**config.mk**
```make
export PLATFORM = sky130hd
export DESIGN_NAME = rtz_ctrl
export DESIGN_NICKNAME = d
export VERILOG_FILES = /design/src/sv/rtz_pkg.sv /design/src/sv/rtz_ctrl.sv
export SDC_FILE = /design/constraint.sdc
export NUM_CORES = 1
export LEC_CHECK = 0
export BUFFER_PORTS_ARGS = -buffer_cell sky130_fd_sc_hd__buf_2
export CORE_AREA = 2 2 39 41
export CTS_BUF_LIST = sky130_fd_sc_hd__clkbuf_8 sky130_fd_sc_hd__clkbuf_16
export DETAILED_ROUTE_END_ITERATION = 6
export DIE_AREA = 0 0 41 43
export PLACE_DENSITY_LB_ADDON = 0.2
export SLEW_MARGIN = 20
export SYNTH_ARGS = -nofsm -noshare
export SYNTH_HDL_FRONTEND = slang
export SYNTH_SLANG_ARGS = --single-unit
```
**constraint.sdc**
```tcl
create_clock -name clock -period 3 [get_ports clock]
set_input_delay 0.15 -clock clock [delete_from_list [all_inputs] [get_ports clock]]
set_output_delay 0.15 -clock clock [all_outputs]
set_load 0.05 [all_outputs]
```
**src/sv/rtz_pkg.sv**
```systemverilog
// Shared types and constants for the affine texture rotozoom block.
// Holds the request/response payloads, the operation codes, the controller
// states and the command/status bundles. Depends on nothing.
package rtz_pkg;

   localparam int GROUPS_PER_ROW = 40;
   localparam int ROWS_PER_FRAME = 100;
   localparam int GROUP_W        = 6;
   localparam int ROW_W          = 7;
   localparam int TEX_AW         = 16;
   localparam int TEX_DEPTH      = 65536;
   localparam int TEXEL_W        = 8;
   localparam int ACC_W          = 24;
   localparam int POS_W          = 32;
   localparam int FRAC_BITS      = 16;
   localparam int GRAD_SHIFT     = 6;
   localparam int ROW_STEP_MUL   = 307;
   localparam int ROW_STEP_SHIFT = 8;
   localparam int SLOTS          = 4;

   typedef enum logic [1:0] {
      OP_WRITE = 2'd0,
      OP_START = 2'd1,
      OP_GROUP = 2'd2
   } op_type;

   typedef enum logic [1:0] {
      ST_IDLE,
      ST_SETUP,
      ST_READ,
      ST_LAST
   } state_type;

   typedef struct packed {
      logic [1:0]         operation;
      logic [15:0]        tex_addr;
      logic [7:0]         texel;
      logic signed [15:0] pos_x;
      logic signed [15:0] pos_y;
      logic signed [15:0] angle_a;
      logic signed [15:0] angle_b;
   } req_type;

   typedef struct packed {
      logic [7:0] pixel0;
      logic [7:0] pixel1;
      logic [7:0] pixel2;
      logic [7:0] pixel3;
      logic       row_end;
      logic       frame_end;
   } rsp_type;

   typedef struct packed {
      logic       tex_write;
      logic       frame_start;
      logic       row_advance;
      logic       read_step;
      logic       capture;
      logic [1:0] cap_slot;
      logic       finish;
   } cmd_type;

   typedef struct packed {
      logic frame_active;
      logic group_first;
      logic rsp_full;
   } stat_type;

endpackage

```
**src/sv/rtz_ctrl.sv**
```systemverilog
// Controller of the rotozoom block: request intake and the per-group
// sequence of row setup, four texture reads and response load.
// Depends on rtz_pkg; commands rtz_dpath.
module rtz_ctrl (
   input  logic              clock,
   input  logic              reset,
   input  logic              req_valid,
   input  logic [1:0]        req_op,
   output logic              req_ready,
   input  logic              rsp_ready,
   input  rtz_pkg::stat_type stat,
   output rtz_pkg::cmd_type  cmd
);
   import rtz_pkg::*;

   state_type  state_ff, state_in;
   logic [1:0] slot_ff, slot_in;

   always_ff @(posedge clock) begin
      if (reset) begin
         state_ff <= ST_IDLE;
         slot_ff  <= '0;
      end else begin
         state_ff <= state_in;
         slot_ff  <= slot_in;
      end
   end

   always_comb begin
      state_in  = state_ff;
      slot_in   = slot_ff;
      req_ready = 1'b0;
      cmd       = '0;
      case (state_ff)
         ST_IDLE: begin
            req_ready = 1'b1;
            if (req_valid) begin
               case (req_op)
                  OP_WRITE: cmd.tex_write   = 1'b1;
                  OP_START: cmd.frame_start = 1'b1;
                  OP_GROUP: begin
                     // drop the request when no frame runs
                     if (stat.frame_active) begin
                        state_in = ST_SETUP;
                     end
                  end
                  default: ;
               endcase
            end
         end
         ST_SETUP: begin
            cmd.row_advance = stat.group_first;
            slot_in         = '0;
            state_in        = ST_READ;
         end
         ST_READ: begin
            cmd.read_step = 1'b1;
            // data of the previous slot's read is now registered
            cmd.capture   = slot_ff != 2'd0;
            cmd.cap_slot  = 2'(slot_ff - 2'd1);
            slot_in       = 2'(slot_ff + 2'd1);
            if (slot_ff == 2'(SLOTS - 1)) begin
               state_in = ST_LAST;
            end
         end
         ST_LAST: begin
            // hold until the response register frees up
            if (!stat.rsp_full || rsp_ready) begin
               cmd.finish = 1'b1;
               state_in   = ST_IDLE;
            end
         end
         default: state_in = ST_IDLE;
      endcase
   end

`ifndef SYNTHESIS
   a_setup_to_read: assert property (@(posedge clock) disable iff (reset)
      state_ff == ST_SETUP |=> state_ff == ST_READ && slot_ff == 2'd0)
      else $error("row setup not followed by first read");

   a_finish_idle: assert property (@(posedge clock) disable iff (reset)
      cmd.finish |=> state_ff == ST_IDLE)
      else $error("controller busy after loading response");

   a_busy_active: assert property (@(posedge clock) disable iff (reset)
      state_ff != ST_IDLE |-> stat.frame_active)
      else $error("group in progress without an active frame");
`endif

endmodule

```
==> reports/qor.yml <==
synthesis.nets: 56
cts.sinks: 4
power-per-cell-area_nw_per_um2: 452
dieArea_um2: 1760
finalCritPeriodShare: 0.522
synthMuxAreaShare: 0.0752
syn_inst: 40
syn2layout_area_growth_pct: 34.8
register_area_um2: 80.1
synthDistinctLibCells: 19
n_fill_cell: 145
ys_top_cells_by_count: "ha_1 (7), inv_1 (5), dfxtp_1 (4), nand2b_1 (4), nor2b_1 (4)"
slew_headroom: 0.779
cp_max_fo: 4
finClkSkew_ns: 0.00193
ir_drop_mv: 0.215
die_h_um: 43
grt_max_degree: 8
synth_compound_area_frac: 0.119
clock_path_buffers: 2
nNetsFinal: 77
drc: 0
p_leak_nw: 0.270
worst_pin_slew_ns: 0.331
finalCriticalPeriod_ns: 1.57
finalSetupTns_ns: 0
io_buffers: 17
start_util: 0.288
ios: 18
dpl.hpwl_um: 563
drt_iter0_markers: 5
synth-xor-area-share: 0
setup_viol: 0
ys_seq_area_frac: 0.201
drt_wl_total_um: 677
criticalPathCategory: "register to register"
r2r_setup_slack_ns: 1.43
crit_arrival_ns: 1.71
ys_async_sr_fraction: 0
fmax_ghz: 0.638
startpoint_type: "register"
placedInstanceArea_um2: 497
placementRows: 14
grt_pass1_vias: 290
cts.root.buffer_cell: "clkbuf_8"
maxCapViolCount: 0
worst_slack_ns: 1.43
synth_top_area_frac: 0.219
post_cts_resize_count: 0
synthAdderAreaFrac: 0.219
status: "complete, no violations"
synth_ff_type: "dfxtp_1"
cts_buffers: 3
avgRoutedWirePerCell_um: 9.03
multi_input_area_um2: 293
dr_total_vias: 323
finalInstanceArea_um2: 538
clkLatencyLatePin_ns: 0.22
crit_path_end_kind: "register"
maxSlewViolCount: 0
synth_area_leader_cell: "ha_1"
dr.pass1.iters: 3
drive_gt1_frac: 0.424
grt_pass1_wl_um: 993
syn_area_um2: 399
synth_most_common_cell: "ha_1"
synth_top_family_by_area: "simple AND/OR/NAND/NOR gates"
n_antenna_cell: 0
viasPerCell: 4.31
hold_violations: 0
grt-ovfl-total: 0
die_w_um: 41
synth_edf_count: 0
synthSimpleGateAreaFrac: 0.320
path_clk_slew_ns: 0.03
cts_hold_buf: 0
place_ws_ns: 1.42
rsz0062_at_grt: "no"
core_area_um2: 1380
cts_tree: "done"
cts_setup_buffers: 0
hold_path.class: "input port to register"
htree_num_levels: 1
grt_usage: 0.0884
antenna_found_initial: 0
ys_ff_latch: 4
antenna_left: 0
cp.required_ns: 3.15
gp_congestion: 0.719
synth_warnings: 0
synth_area_per_cell_um2: 9.98
synthTopCellsByArea: "ha_1 (22%), dfxtp_1 (20%), mux2i_1 (7.5%)"
==> area by class of cell <==
cell class | count | area share
well taps | 16 | 0.0372
inverters | 5 | 0.0349
flip-flops and latches | 4 | 0.149
repair buffers | 17 | 0.158
multi-input cells | 30 | 0.544
clock buffers | 3 | 0.0767
==> through the flow <==
stage / total power, W / instances / hold slack (ns) / utilization
finish: 0.000243 / 75 / 0.144 / 0.389
floorplan: 0.000116 / 40 / 0.219 / -
detailed placement: 0.000132 / 72 / 0.373 / 0.359
CTS: 0.000247 / 75 / 0.144 / 0.389
global route: 0.000256 / 75 / 0.159 / 0.389
global placement: 0.000132 / 72 / 0.387 / 0.359
==> cell usage in the layout, fill, tap and decap left out <==
master,count
buf_2,17
ha_1,7
inv_1,5
nor2b_1,4
nand2b_1,4
dfxtp_1,4
mux2i_1,3
clkbuf_8,3
and4b_2,1
a21boi_0,1
and2_1,1
and4bb_2,1
nor2_1,1
o21bai_1,1
nand3b_4,1
and2b_4,1
and3b_1,1
a2111oi_4,1
nand3_1,1
a21oi_1,1
==> registers in the layout (all words and copies together) (netlist names) <==
name / flops
slot_ff: 2
state_ff: 2
==> path summary, 6_finish.rpt <==
path,start,endpoint,depth (start not counted)
worst max-delay path,state_ff[0],state_ff[0],5
worst min-delay path,reset,slot_ff[0],2
worst max register to register,state_ff[0],state_ff[0],5
worst min register to register,slot_ff[1],slot_ff[1],2
==> where the power goes <==
group / total [W] / internal (W) / switching, W / leakage, nW
clock: 0.000113 / 0.0000855 / 0.0000276 / 0.0216
combinational: 0.0000715 / 0.0000286 / 0.0000430 / 0.216
sequential: 0.0000587 / 0.0000561 / 0.00000261 / 0.0323
total: 0.000243 / 0.000170 / 0.0000732 / 0.270
==> worst max-delay path: stages, from the launching register on <==
cell       delay, ns
dfxtp_1         0.37
inv_1           0.10
ha_1            0.25
and2b_4         0.18
a2111oi_4       0.38
mux2i_1         0.22
==> routing by layer <==
metal	track usage	vias up	wire length, um
li1	-	171	-
met1	0.0804	139	294
met2	0.131	11	310
met3	0.0314	2	51
met4	0.100	0	20
met5	0	-	0
==> kinds of logic (layout without fill, tap and decap cells) <==
group,after synthesis,count (layout)
AO/OA/AOI/OAI,4,4
multiplexers,3,3
AND/OR/NAND/NOR,16,16
adder cells (fa/ha/maj),7,7
flip-flops,4,4
buffers and inverters,6,25
Power figures use the tool's default switching activity.
